**src/tmlf_pkg.sv**
```systemverilog
// tmlf_pkg: shared types, constants and the microcode program of the trimmed-mean lux filter
// used by tmlf_seq, tmlf_window, tmlf_dpath and trimmed_mean_lux_filter_top
`default_nettype none

package tmlf_pkg;

	localparam int unsigned WINDOW_DEPTH_DEF = 10;
	localparam int unsigned SAMPLE_W = 16;
	localparam int unsigned LUX_W = 20;

	// working register width, reciprocal shift and product width
	localparam int unsigned X_W = 24;
	localparam int unsigned REC_SHIFT = 24;
	localparam int unsigned REC_W = 25;
	localparam int unsigned P_W = X_W + REC_W;

	localparam int unsigned K_SCALE = 10;
	localparam int unsigned K_GAIN = 139;
	localparam int unsigned DIV_CAL1 = 12;
	localparam int unsigned DIV_CAL2 = 13;
	localparam int unsigned LUX_OFFSET = 1;

	localparam logic [REC_W-1:0] REC_CAL1 = REC_W'((64'd1 << REC_SHIFT) / DIV_CAL1);
	localparam logic [REC_W-1:0] REC_CAL2 = REC_W'((64'd1 << REC_SHIFT) / DIV_CAL2);

	typedef enum logic [4:0] {
		ST_IDLE,
		ST_CLEAR,
		ST_LOOP,
		ST_LAST,
		ST_TRIM,
		ST_WREC,
		ST_WMUL,
		ST_WCOR,
		ST_SCALE,
		ST_AREC,
		ST_AMUL,
		ST_ACOR,
		ST_GAIN,
		ST_BREC,
		ST_BMUL,
		ST_BCOR,
		ST_OUT
	} step_t;

	typedef enum logic [3:0] {
		OP_NONE,
		OP_CLEAR,
		OP_ACC,
		OP_TRIM,
		OP_MULREC,
		OP_MULDIV,
		OP_CORR,
		OP_SCALE,
		OP_GAIN,
		OP_OUT
	} op_t;

	typedef enum logic [1:0] {
		JMP_NONE,
		JMP_ALWAYS,
		JMP_MORE
	} jmp_t;

	typedef enum logic [1:0] {
		SEL_WIN,
		SEL_CAL1,
		SEL_CAL2
	} sel_t;

	typedef enum logic [1:0] {
		RD_NONE,
		RD_FIRST,
		RD_NEXT
	} rd_t;

	typedef struct packed {
		logic  wait_in;
		logic  wait_out;
		jmp_t  jmp;
		step_t target;
		op_t   op;
		sel_t  sel;
		rd_t   rd;
	} ctrl_t;

	localparam ctrl_t CTRL_NOP = '{
		wait_in: 1'b0,
		wait_out: 1'b0,
		jmp: JMP_NONE,
		target: ST_IDLE,
		op: OP_NONE,
		sel: SEL_WIN,
		rd: RD_NONE
	};

	// control store: one word per step
	function automatic ctrl_t ucode(input step_t step);
		ctrl_t c;
		c = CTRL_NOP;
		unique case (step)
			ST_IDLE: begin
				c.wait_in = 1'b1;
			end
			ST_CLEAR: begin
				c.op = OP_CLEAR;
				c.rd = RD_FIRST;
			end
			ST_LOOP: begin
				c.op = OP_ACC;
				c.rd = RD_NEXT;
				c.jmp = JMP_MORE;
				c.target = ST_LOOP;
			end
			ST_LAST: c.op = OP_ACC;
			ST_TRIM: c.op = OP_TRIM;
			ST_WREC: begin
				c.op = OP_MULREC;
				c.sel = SEL_WIN;
			end
			ST_WMUL: begin
				c.op = OP_MULDIV;
				c.sel = SEL_WIN;
			end
			ST_WCOR: begin
				c.op = OP_CORR;
				c.sel = SEL_WIN;
			end
			ST_SCALE: c.op = OP_SCALE;
			ST_AREC: begin
				c.op = OP_MULREC;
				c.sel = SEL_CAL1;
			end
			ST_AMUL: begin
				c.op = OP_MULDIV;
				c.sel = SEL_CAL1;
			end
			ST_ACOR: begin
				c.op = OP_CORR;
				c.sel = SEL_CAL1;
			end
			ST_GAIN: c.op = OP_GAIN;
			ST_BREC: begin
				c.op = OP_MULREC;
				c.sel = SEL_CAL2;
			end
			ST_BMUL: begin
				c.op = OP_MULDIV;
				c.sel = SEL_CAL2;
			end
			ST_BCOR: begin
				c.op = OP_CORR;
				c.sel = SEL_CAL2;
			end
			ST_OUT: begin
				c.op = OP_OUT;
				c.wait_out = 1'b1;
				c.jmp = JMP_ALWAYS;
				c.target = ST_IDLE;
			end
			default: begin
				c.jmp = JMP_ALWAYS;
				c.target = ST_IDLE;
			end
		endcase
		return c;
	endfunction

endpackage

`default_nettype wire

```
**src/tmlf_seq.sv**
```systemverilog
// tmlf_seq: step counter and control store lookup with conditional jumps
// depends on tmlf_pkg
`default_nettype none

module tmlf_seq (
	input  wire logic            clk,
	input  wire logic            arst_n,
	input  wire logic            in_fire,
	input  wire logic            out_busy,
	input  wire logic            more,
	output tmlf_pkg::ctrl_t      ctrl,
	output logic                 exec
);
	import tmlf_pkg::*;

	step_t step_q;
	logic  hold;
	logic  taken;

	assign ctrl = ucode(step_q);
	assign hold = (ctrl.wait_in && !in_fire) || (ctrl.wait_out && out_busy);
	assign exec = !hold;

	always_comb begin
		case (ctrl.jmp)
			JMP_ALWAYS: taken = 1'b1;
			JMP_MORE:   taken = more;
			default:    taken = 1'b0;
		endcase
	end

	always_ff @(posedge clk or negedge arst_n) begin
		if (!arst_n) begin
			step_q <= ST_IDLE;
		end else if (!hold) begin
			if (taken) begin
				step_q <= ctrl.target;
			end else begin
				step_q <= step_t'(step_q + 5'd1);
			end
		end
	end

endmodule

`default_nettype wire

```
**src/tmlf_window.sv**
```systemverilog
// tmlf_window: sample window memory, per-entry valid bits with fill value, write position
// and read index; depends on tmlf_pkg
`default_nettype none

module tmlf_window #(
	parameter int unsigned WINDOW_DEPTH = tmlf_pkg::WINDOW_DEPTH_DEF
) (
	input  wire logic                            clk,
	input  wire logic                            arst_n,
	input  wire logic                            wr_en,
	input  wire logic [tmlf_pkg::SAMPLE_W-1:0]   sample,
	input  wire logic                            restart,
	input  tmlf_pkg::ctrl_t                      ctrl,
	input  wire logic                            exec,
	output logic                                 more,
	output logic [tmlf_pkg::SAMPLE_W-1:0]        rd_value
);
	import tmlf_pkg::*;

	localparam int unsigned IDX_W = $clog2(WINDOW_DEPTH);
	localparam logic [IDX_W-1:0] LAST = IDX_W'(WINDOW_DEPTH - 1);

	logic [SAMPLE_W-1:0]     mem [WINDOW_DEPTH];
	logic [WINDOW_DEPTH-1:0] vld_q;
	logic [IDX_W-1:0]        pos_q;
	logic [IDX_W-1:0]        idx_q;
	logic                    filled_q;
	logic                    rd_vld_q;
	logic [SAMPLE_W-1:0]     rd_data_q;
	logic [SAMPLE_W-1:0]     fill_q;
	logic                    fill_now;
	logic                    rd_en;
	logic [IDX_W-1:0]        rd_addr;

	assign fill_now = restart || !filled_q;
	assign rd_en    = exec && (ctrl.rd != RD_NONE);
	assign rd_addr  = (ctrl.rd == RD_FIRST) ? '0 : idx_q;
	assign more     = (idx_q != LAST);
	assign rd_value = rd_vld_q ? rd_data_q : fill_q;

	always_ff @(posedge clk or negedge arst_n) begin
		if (!arst_n) begin
			vld_q    <= '0;
			pos_q    <= '0;
			idx_q    <= '0;
			filled_q <= 1'b0;
			rd_vld_q <= 1'b0;
		end else begin
			if (wr_en) begin
				filled_q <= 1'b1;
				pos_q    <= (pos_q == LAST) ? '0 : pos_q + IDX_W'(1);
				if (fill_now) begin
					vld_q <= '0;
				end else begin
					vld_q[pos_q] <= 1'b1;
				end
			end
			if (rd_en) begin
				idx_q    <= rd_addr + IDX_W'(1);
				rd_vld_q <= vld_q[rd_addr];
			end
		end
	end

	always_ff @(posedge clk) begin
		if (wr_en && !fill_now) begin
			mem[pos_q] <= sample;
		end
		if (wr_en && fill_now) begin
			fill_q <= sample;
		end
		if (rd_en) begin
			rd_data_q <= mem[rd_addr];
		end
	end

endmodule

`default_nettype wire

```
**src/tmlf_dpath.sv**
```systemverilog
// tmlf_dpath: sum/max/min accumulators, reciprocal divide with correction, lux scaling
// and the output register; depends on tmlf_pkg
`default_nettype none

module tmlf_dpath #(
	parameter int unsigned WINDOW_DEPTH = tmlf_pkg::WINDOW_DEPTH_DEF
) (
	input  wire logic                          clk,
	input  wire logic                          arst_n,
	input  tmlf_pkg::ctrl_t                    ctrl,
	input  wire logic                          exec,
	input  wire logic [tmlf_pkg::SAMPLE_W-1:0] rd_value,
	input  wire logic                          result_stall,
	output logic                               result_valid,
	output logic [tmlf_pkg::SAMPLE_W-1:0]      filtered_raw,
	output logic [tmlf_pkg::LUX_W-1:0]         lux_report
);
	import tmlf_pkg::*;

	localparam int unsigned SUM_W = SAMPLE_W + $clog2(WINDOW_DEPTH);
	localparam int unsigned WIN_DIV = WINDOW_DEPTH - 2;
	localparam logic [REC_W-1:0] REC_WIN = REC_W'((64'd1 << REC_SHIFT) / WIN_DIV);

	logic [SUM_W-1:0]    sum_q;
	logic [SAMPLE_W-1:0] hi_q;
	logic [SAMPLE_W-1:0] lo_q;
	logic [X_W-1:0]      x_q;
	logic [P_W-1:0]      p_q;
	logic [X_W-1:0]      q_q;
	logic [X_W-1:0]      m_q;
	logic [SAMPLE_W-1:0] mean_q;
	logic                valid_q;
	logic [SAMPLE_W-1:0] filtered_q;
	logic [LUX_W-1:0]    lux_q;

	logic [X_W-1:0]      div_c;
	logic [REC_W-1:0]    rec_c;
	logic [X_W-1:0]      q_est;
	logic [X_W-1:0]      rem_c;
	logic                load;

	always_comb begin
		case (ctrl.sel)
			SEL_CAL1: begin
				div_c = X_W'(DIV_CAL1);
				rec_c = REC_CAL1;
			end
			SEL_CAL2: begin
				div_c = X_W'(DIV_CAL2);
				rec_c = REC_CAL2;
			end
			default: begin
				div_c = X_W'(WIN_DIV);
				rec_c = REC_WIN;
			end
		endcase
	end

	assign q_est = p_q[REC_SHIFT +: X_W];
	assign rem_c = x_q - m_q;
	assign load  = exec && (ctrl.op == OP_OUT);

	always_ff @(posedge clk) begin
		if (exec) begin
			case (ctrl.op)
				OP_CLEAR: begin
					sum_q <= '0;
					hi_q  <= '0;
					lo_q  <= '1;
				end
				OP_ACC: begin
					sum_q <= sum_q + SUM_W'(rd_value);
					if (rd_value > hi_q) begin
						hi_q <= rd_value;
					end
					if (rd_value < lo_q) begin
						lo_q <= rd_value;
					end
				end
				OP_TRIM:   x_q <= X_W'(sum_q - SUM_W'(hi_q) - SUM_W'(lo_q));
				OP_MULREC: p_q <= P_W'(x_q) * P_W'(rec_c);
				OP_MULDIV: begin
					q_q <= q_est;
					m_q <= q_est * div_c;
				end
				OP_CORR:   x_q <= (rem_c >= div_c) ? q_q + X_W'(1) : q_q;
				OP_SCALE: begin
					mean_q <= x_q[SAMPLE_W-1:0];
					x_q    <= x_q * X_W'(K_SCALE);
				end
				OP_GAIN:   x_q <= x_q * X_W'(K_GAIN);
				OP_OUT: begin
					filtered_q <= mean_q;
					lux_q      <= x_q[LUX_W-1:0] + LUX_W'(LUX_OFFSET);
				end
				default: ;
			endcase
		end
	end

	always_ff @(posedge clk or negedge arst_n) begin
		if (!arst_n) begin
			valid_q <= 1'b0;
		end else if (load) begin
			valid_q <= 1'b1;
		end else if (!result_stall) begin
			valid_q <= 1'b0;
		end
	end

	assign result_valid = valid_q;
	assign filtered_raw = filtered_q;
	assign lux_report   = lux_q;

endmodule

`default_nettype wire

```
**src/trimmed_mean_lux_filter_top.sv**
```systemverilog
// trimmed_mean_lux_filter_top: microcoded trimmed-mean light filter, top level
// depends on tmlf_pkg, tmlf_seq, tmlf_window, tmlf_dpath
//
// input channel: raw_sample and restart, with sample_valid and sample_stall
// output channel: filtered_raw and lux_report, with result_valid and result_stall
// an item is taken at a clock edge with valid high and stall low
// each input item gives exactly one result item
// a sample with restart set, or the first sample after reset, refills the window
// timing: a new item is taken only once the control program is back in its idle step,
// after walking the window once through a single read port
// then three reciprocal multiply, back-multiply and correct passes
// sample_stall is low only while the sequencer waits in its idle step
// a waiting result sits in the output register; the next item is still taken
// and the program holds at its last step until that result is taken
// reset clears the step counter, valid bits, write position and result_valid
`default_nettype none

module trimmed_mean_lux_filter_top #(
	parameter int unsigned WINDOW_DEPTH = tmlf_pkg::WINDOW_DEPTH_DEF
) (
	input  wire logic                          clk,
	input  wire logic                          arst_n,
	input  wire logic                          sample_valid,
	output logic                               sample_stall,
	input  wire logic [tmlf_pkg::SAMPLE_W-1:0] raw_sample,
	input  wire logic                          restart,
	output logic                               result_valid,
	input  wire logic                          result_stall,
	output logic [tmlf_pkg::SAMPLE_W-1:0]      filtered_raw,
	output logic [tmlf_pkg::LUX_W-1:0]         lux_report
);
	import tmlf_pkg::*;

	ctrl_t               ctrl;
	logic                exec;
	logic                in_fire;
	logic                out_busy;
	logic                more;
	logic [SAMPLE_W-1:0] rd_value;

	assign sample_stall = !ctrl.wait_in;
	assign in_fire      = sample_valid && !sample_stall;
	assign out_busy     = result_valid && result_stall;

	tmlf_seq u_seq (
		.clk      (clk),
		.arst_n   (arst_n),
		.in_fire  (in_fire),
		.out_busy (out_busy),
		.more     (more),
		.ctrl     (ctrl),
		.exec     (exec)
	);

	tmlf_window #(
		.WINDOW_DEPTH (WINDOW_DEPTH)
	) u_window (
		.clk      (clk),
		.arst_n   (arst_n),
		.wr_en    (in_fire),
		.sample   (raw_sample),
		.restart  (restart),
		.ctrl     (ctrl),
		.exec     (exec),
		.more     (more),
		.rd_value (rd_value)
	);

	tmlf_dpath #(
		.WINDOW_DEPTH (WINDOW_DEPTH)
	) u_dpath (
		.clk          (clk),
		.arst_n       (arst_n),
		.ctrl         (ctrl),
		.exec         (exec),
		.rd_value     (rd_value),
		.result_stall (result_stall),
		.result_valid (result_valid),
		.filtered_raw (filtered_raw),
		.lux_report   (lux_report)
	);

endmodule

`default_nettype wire
```
**config.mk**
```make
export PLATFORM = sky130hd
export DESIGN_NAME = trimmed_mean_lux_filter_top
export DESIGN_NICKNAME = d
export VERILOG_FILES = /design/src/tmlf_pkg.sv /design/src/tmlf_seq.sv /design/src/tmlf_window.sv /design/src/tmlf_dpath.sv /design/src/trimmed_mean_lux_filter_top.sv
export SDC_FILE = /design/constraint.sdc
export NUM_CORES = 2
export LEC_CHECK = 0
export BUFFER_PORTS_ARGS = -buffer_cell sky130_fd_sc_hd__buf_4
export CAP_MARGIN = 0
export CORE_MARGIN = 5
export CORE_UTILIZATION = 55
export CTS_CLUSTER_SIZE = 12
export DETAILED_ROUTE_END_ITERATION = 16
export PLACE_DENSITY = 0.71
export SYNTH_ARGS = -nofsm -noshare
export SYNTH_HDL_FRONTEND = slang
export SYNTH_SLANG_ARGS = --single-unit
```
**constraint.sdc**
```tcl
create_clock -name clk -period 10 [get_ports clk]
set_clock_uncertainty 0.1 [all_clocks]
set_input_delay 1 -clock clk [delete_from_list [all_inputs] [get_ports clk]]
set_output_delay 1 -clock clk [all_outputs]
set_load 0.1 [all_outputs]
```
## Word-level counts from Yosys, hierarchy flattened

Memory sizes are Yosys's and may differ from the RTL's. A register that Yosys moved wholly into a read port is not among the register bits.
Cells that the tools add are included.

- Register bits: 262
- Bits in writable memories: 160
- Memories kept: 1

Memories:

| memory | words | width | read ports | clocked after Yosys merged registers in | write ports | RTL line | source |
|---|---|---|---|---|---|---|---|
| u_window.mem | 10 | 16 | 1 | 1 | 1 | tmlf_window.sv:23 | `logic [SAMPLE_W-1:0] mem [WINDOW_DEPTH];` |

- Add/subtract/negate cells: 9
- Multiply operators: 4
- Magnitude comparators: 6
- Equality and inequality tests: 35
- Mux-type cells: 29
- Bitwise gates (word level): 2
- Reductions and logical operators: 35

Operators by type and width:

| operator | count |
|---|---|
| $pmux W24 S4 | 1 |
| $pmux W16 S2 | 2 |
| $mux W16 | 3 |
| $mul A24 B22 Y46 | 1 |
| $pmux W22 S2 | 1 |
| $eq A5 B4 Y1 const B | 8 |
| $pmux W20 S2 | 1 |
| $pmux W4 S9 | 1 |
| $ge A24 B4 Y1 | 1 |
| $mul A22 B4 Y24 | 1 |
| $mul A24 B3 Y23 const B | 1 |
| $mul A24 B8 Y24 const B | 1 |
| $mux W24 | 1 |
| $sub A24 B16 Y24 | 1 |
| $sub A24 B24 Y24 | 1 |
| $add A22 B1 Y23 const B | 1 |
| $sub A20 B16 Y21 | 1 |
| $add A20 B1 Y20 const B | 1 |
| $add A20 B16 Y20 | 1 |
| $eq A5 B3 Y1 const B | 4 |
| $eq A4 B3 Y1 const B | 4 |
| $gt A16 B16 Y1 | 1 |
| $lt A16 B16 Y1 | 1 |
| $reduce_or A15 Y1 | 1 |
| other kinds (36) | 80 |

## Longest topological paths before layout

- Depth in word-level cells: 9
- Mapped depth: 36

## Hierarchy

A second synthesis with hierarchy kept.

- Cell total of the unflattened synthesis: 3664
- Area, all modules: 38767.2 sq um

By module, submodules not included:

| module | instances | cells each | area an instance (sq um) |
|---|---|---|---|
| tmlf_dpath | 1 | 3089 | 29523.3 |
| tmlf_window | 1 | 499 | 8615.8 |
| tmlf_seq | 1 | 73 | 611.8 |
| trimmed_mean_lux_filter_top | 1 | 3 | 16.3 |

## Worst setup path before layout

Ideal clock, no wire load.

- Path type: register to register
- Start point: reg u_seq.step_q[0]
- End point: reg u_dpath.p_q[42], data pin
- Library setup time: 265 ps
- Data arrival time: 8432 ps
- Data required time: 9635 ps
- Setup slack: 1202 ps
- Stages on the path, launching flop included: 33
- Period minus slack after synthesis: 8798 ps
- Path through: dfrtp_1 > inv_1 > ha_1 > nor2_1 > nor2_1 > a31o_2 > ha_1 > clkbuf_1 > clkbuf_1 > clkbuf_1 > nand2_1 > fa_1 > inv_1 > fa_1 > inv_1 > fa_1 > inv_1 > fa_1 > fa_1 > fa_1 > fa_1 > ha_1 > nand4_1 > nor4_1 > o221ai_1 > o41ai_1 > o221ai_1 > or3b_2 > a31oi_1 > nor2_1 > o31a_1 > o21ai_0 > xor2_1

- Word-level cells in the longest chain between the ends: 6

RTL lines:

| item | RTL line | source |
|---|---|---|
| start, declared | tmlf_seq.sv:16 | `step_t step_q;` |
| start signal, assigned | tmlf_seq.sv:37 | `step_q <= ctrl.target;` |
| start signal, assigned | tmlf_seq.sv:39 | `step_q <= step_t'(step_q + 5'd1);` |
| $eq A5 B4 Y1 | tmlf_pkg.sv:101 | `unique case (step)` |
| $reduce_or A3 Y1 (no source line) | - |  |
| $pmux W2 S2 * | tmlf_pkg.sv:101 |  |
| $eq A2 B2 Y1 or $eq A2 B1 Y1 (tied branches) | tmlf_dpath.sv:43 | `case (ctrl.sel)` |
| $pmux W22 S2 * | tmlf_dpath.sv:43 |  |
| $mul A24 B22 Y46 * | tmlf_dpath.sv:81 | `OP_MULREC: p_q <= P_W'(x_q) * P_W'(rec_c);` |
| end signal, assigned | tmlf_dpath.sv:81 |  |
| end, declared | tmlf_dpath.sv:28 | `logic [P_W-1:0] p_q;` |

Every way passes the cells marked *; elsewhere a longest branch is shown, timed or not.
A chain may end at the register's enable or synchronous reset.

## Final worst setup path

- Start point: reg u_seq.step_q[1]
- End point: reg u_dpath.p_q[42], data pin

Same word-level chain as after synthesis.

==> impl_results.md <==
* Run status: completed
* Post-synthesis average cell area at 10.5 sq um
* Hold-fix buffers, CTS at 0
* Cells after Synth at 3625
* Final Util at 60.4%
* Worst setup path class: reg2reg
* Top_reg_cell synth: edfxtp_1
* Worst Path Max Fanout at 24
* Critical-path top delay cell: fa_1
* Worst Setup SP: u_seq.step_q[1]$_DFFE_PN0P_
* Pins Over Slew Limit at 0
* Io pins at 59
* Crit Reg-Reg Startpoint: u_seq.step_q[1]$_DFFE_PN0P_
* Core area at 68700 sq um
* Area Growth Syn to Fin at 8.94%
* Crit path buf inv count at 6
* Worst Tran Pin Value at 1210 ps
* DRT Pass-1 Iters at 12
* Routed Wire Length at 91.4 mm
* Final period util at 94.3%
* Initial core utilization at 55.4%
* Initial DRC Count at 2046
* GRT Overall Usage at 24.8%
* Root Driver: clkbuf_16
* RSZ-0062 raised after global routing: false
* Clock slew at reported path FFs at 60 ps
* Synth Warn # at 0
* Bufs on Longest Clock Path at 3
* Vias post-DR at 26200
* CP required at 10240 ps
* Top cell by count, worst path: fa_1
* Post-DP HPWL at 72.7 mm
* Worst path top cell family by delay: adder cells
* Cell Area, Synth at 38100 sq um
* Antenna Cells at 0
* Final setup viols at 0
* R2r worst-path depth at 33
* DR DRC count at 0
* WL per Instance at 19.5 um
* Crit-path max cell delay at 580 ps
* Yosys cell types at 75
* CTS tree: yes
* Relative slew margins at 19.2%
* Routed vias/inst at 5.59
* EDFF count, synth at 388
* Die height at 273 um
* Reg2reg setup slack at 570 ps
* Placed Instances at 4613
* Num CTS Buffers at 46
* Maximum clock rate at 106 MHz
* Pin count of the biggest net entering global routing at 73
* Routability cong. at 0.967
* Initial antenna violation count at 0
* Final Non-Filler Cells at 4691
* H-tree depth at 2
* Register area at 12300 sq um
* Chip Width at 273 um
* TNS Setup at 0 ps
* Critical path capture point: u_dpath.p_q[42]$_DFFE_PP_
* Post-synthesis async set-or-reset flop share at 6.28%
* Layout fillers at 5729
* DIE AREA at 74600 sq um
* Multi-input logic area at 23000 sq um
* Layout Nets at 4554
* WP depth at 33
* FF-to-FF End: u_dpath.p_q[42]$_DFFE_PP_
* # clock sinks at 414
* First-pass GRT wire length at 145 mm
* FF+latch count, synth at 414
* Grt total ovfl at 0
* Port bufs at 58
* Site Rows at 96
* Antenna Violating Nets Remaining at 0
* Hold Path Class: in2async
* Seq/Total Area, Yosys at 32.3%
* Layout cells sized above 1 at 6.46%
* Hold Fails Final Rpt at 0
* CP arrival at 9670 ps
* Max-Cap Viols at 0
* Final min period at 9430 ps
* CP startpoint kind: flop
* Hold slack at 216 ps
* Later-pin clock latency in the skew report at 620 ps
* Worst setup EP type: flop
* Number of global-route vias before repair at 25800
kinds of logic after synthesis:
group / Yosys count / share of synthesized area [%]
other cells: 2 / 0.0197
flops: 414 / 32.3
mux: 82 / 2.67
compound gates: 558 / 9.58
xor+xnor: 176 / 4.05
simple gates: 792 / 10.3
fa+ha+maj: 804 / 33.2
buf+inv: 797 / 7.87
layout by cell type, fill, tap and decap left out, types with 10 or more instances in the layout:
| master | netlist | layout |
|---|---|---|
| a211oi_1 | 36 | 36 |
| a21boi_0 | 10 | 10 |
| a21o_1 | 45 | 45 |
| a21oi_1 | 146 | 146 |
| a31oi_1 | 45 | 45 |
| and2_1 | 31 | 31 |
| and3_1 | 27 | 27 |
| buf_4 | 0 | 111 |
| clkbuf_1 | 65 | 10 |
| clkbuf_16 | 0 | 47 |
| conb_1 | 2 | 23 |
| dfrtp_1 | 26 | 25 |
| edfxtp_1 | 388 | 388 |
| fa_1 | 345 | 345 |
| ha_1 | 458 | 457 |
| inv_1 | 720 | 720 |
| mux2i_1 | 61 | 61 |
| mux4_2 | 15 | 15 |
| nand2_1 | 212 | 212 |
| nand2b_1 | 50 | 50 |
| nand3_1 | 55 | 55 |
| nand4_1 | 16 | 16 |
| nor2_1 | 166 | 163 |
| nor2b_1 | 85 | 84 |
| nor3_1 | 56 | 48 |
| nor4_1 | 15 | 13 |
| o211ai_1 | 18 | 18 |
| o21a_1 | 31 | 31 |
| o21ai_0 | 92 | 92 |
| o21bai_1 | 14 | 14 |
| o22ai_1 | 23 | 23 |
| o31ai_1 | 11 | 11 |
| or2_2 | 18 | 18 |
| or3_1 | 26 | 26 |
| xnor2_1 | 107 | 107 |
| xor2_1 | 69 | 69 |
stage by stage:
stage	area [sq um]	setup slack, ps
floorplan	38200	1200
global route	41500	101
CTS	41500	547
detailed placement	40000	541
finish	41500	566
global placement	40000	736
synthesized netlist by cell type (all sizes together), types with 6 or more instances:
master	count	area, sq um
nor3b	7	52.6
a31oi	45	282
mux4	15	338
fa	345	6910
o31a	6	52.6
o22ai	23	144
nor3	56	280
inv	721	2710
ha	458	5730
o21ai	96	480
nand2	212	796
xor2	69	604
nor4	16	106
nand3b	6	45.0
or2	18	113
a311oi	6	52.6
mux2i	61	611
o211ai	18	135
and3	27	169
nand4	16	100
nor2b	85	532
or3	26	163
o21a	31	233
o21bai	14	105
or4	9	67.6
a221oi	8	70.1
o221ai	7	61.3
nand2b	50	313
a21oi	148	748
nor2	166	623
a21boi	10	75.1
dfrtp	26	651
clkbuf	65	244
a21o	45	338
mux2	6	67.6
a211oi	36	270
nand3	55	275
edfxtp	388	11700
and2	31	194
o31ai	11	82.6
xnor2	107	937
buf	11	46.3
timing repair:
item	4_1_cts	5_1_grt
endpoints found under the setup margin	0	5
resized for setup	0	1
setup buffers	0	0
cell type report:
cell class / count / area share [%]
timing repair buffer: 112 / 2.06
tap: 931 / 2.81
sequential: 414 / 29.6
inverter: 721 / 6.52
multi-input combinational: 2435 / 55.3
clock buffer: 60 / 3.02
clock inverter: 18 / 0.609
routing by layer:
metal | share of wire (%) | vias to the layer above | track usage (%)
li1 | - | 12500 | -
met1 | 45 | 12800 | 36.6
met2 | 45 | 799 | 39.1
met3 | 7.1 | 137 | 3.69
met4 | 2.5 | 0 | 5.81
met5 | 0 | - | 0
worst min path at each step:
stage,endpoint,slack (ps)
2_1_floorplan,u_dpath.filtered_raw[0]$_DFFE_PP_,300
4_1_cts,u_window.pos_q[0]$_DFFE_PN0P_,200
6_report,u_window.vld_q[6]$_DFFE_PN0P_,220
3_3_place_gp,u_dpath.filtered_raw[11]$_DFFE_PP_,300
3_5_place_dp,u_dpath.filtered_raw[14]$_DFFE_PP_,300
5_1_grt,u_window.pos_q[0]$_DFFE_PN0P_,220
sequential cells by signal, indices dropped and copies added, names as in the netlist:
signal,flops
u_dpath.p_q,22
u_window.filled_q,1
u_dpath.sum_q,20
u_window.fill_q,16
u_dpath.lux_report,20
u_dpath.x_q,24
u_dpath.lo_q,16
u_window.rd_vld_q,1
u_window.idx_q,4
u_window.mem,160
u_dpath.hi_q,16
u_window.rd_data_q,16
u_dpath.filtered_raw,16
u_dpath.result_valid,1
u_dpath.m_q,24
u_dpath.mean_q,16
u_window.pos_q,4
u_seq.step_q,5
u_window.vld_q,10
u_dpath.q_q,22
Power is left out: the tool's default activity adds up to more than one toggle a clock period on the data nets, which glitch-free logic cannot reach.
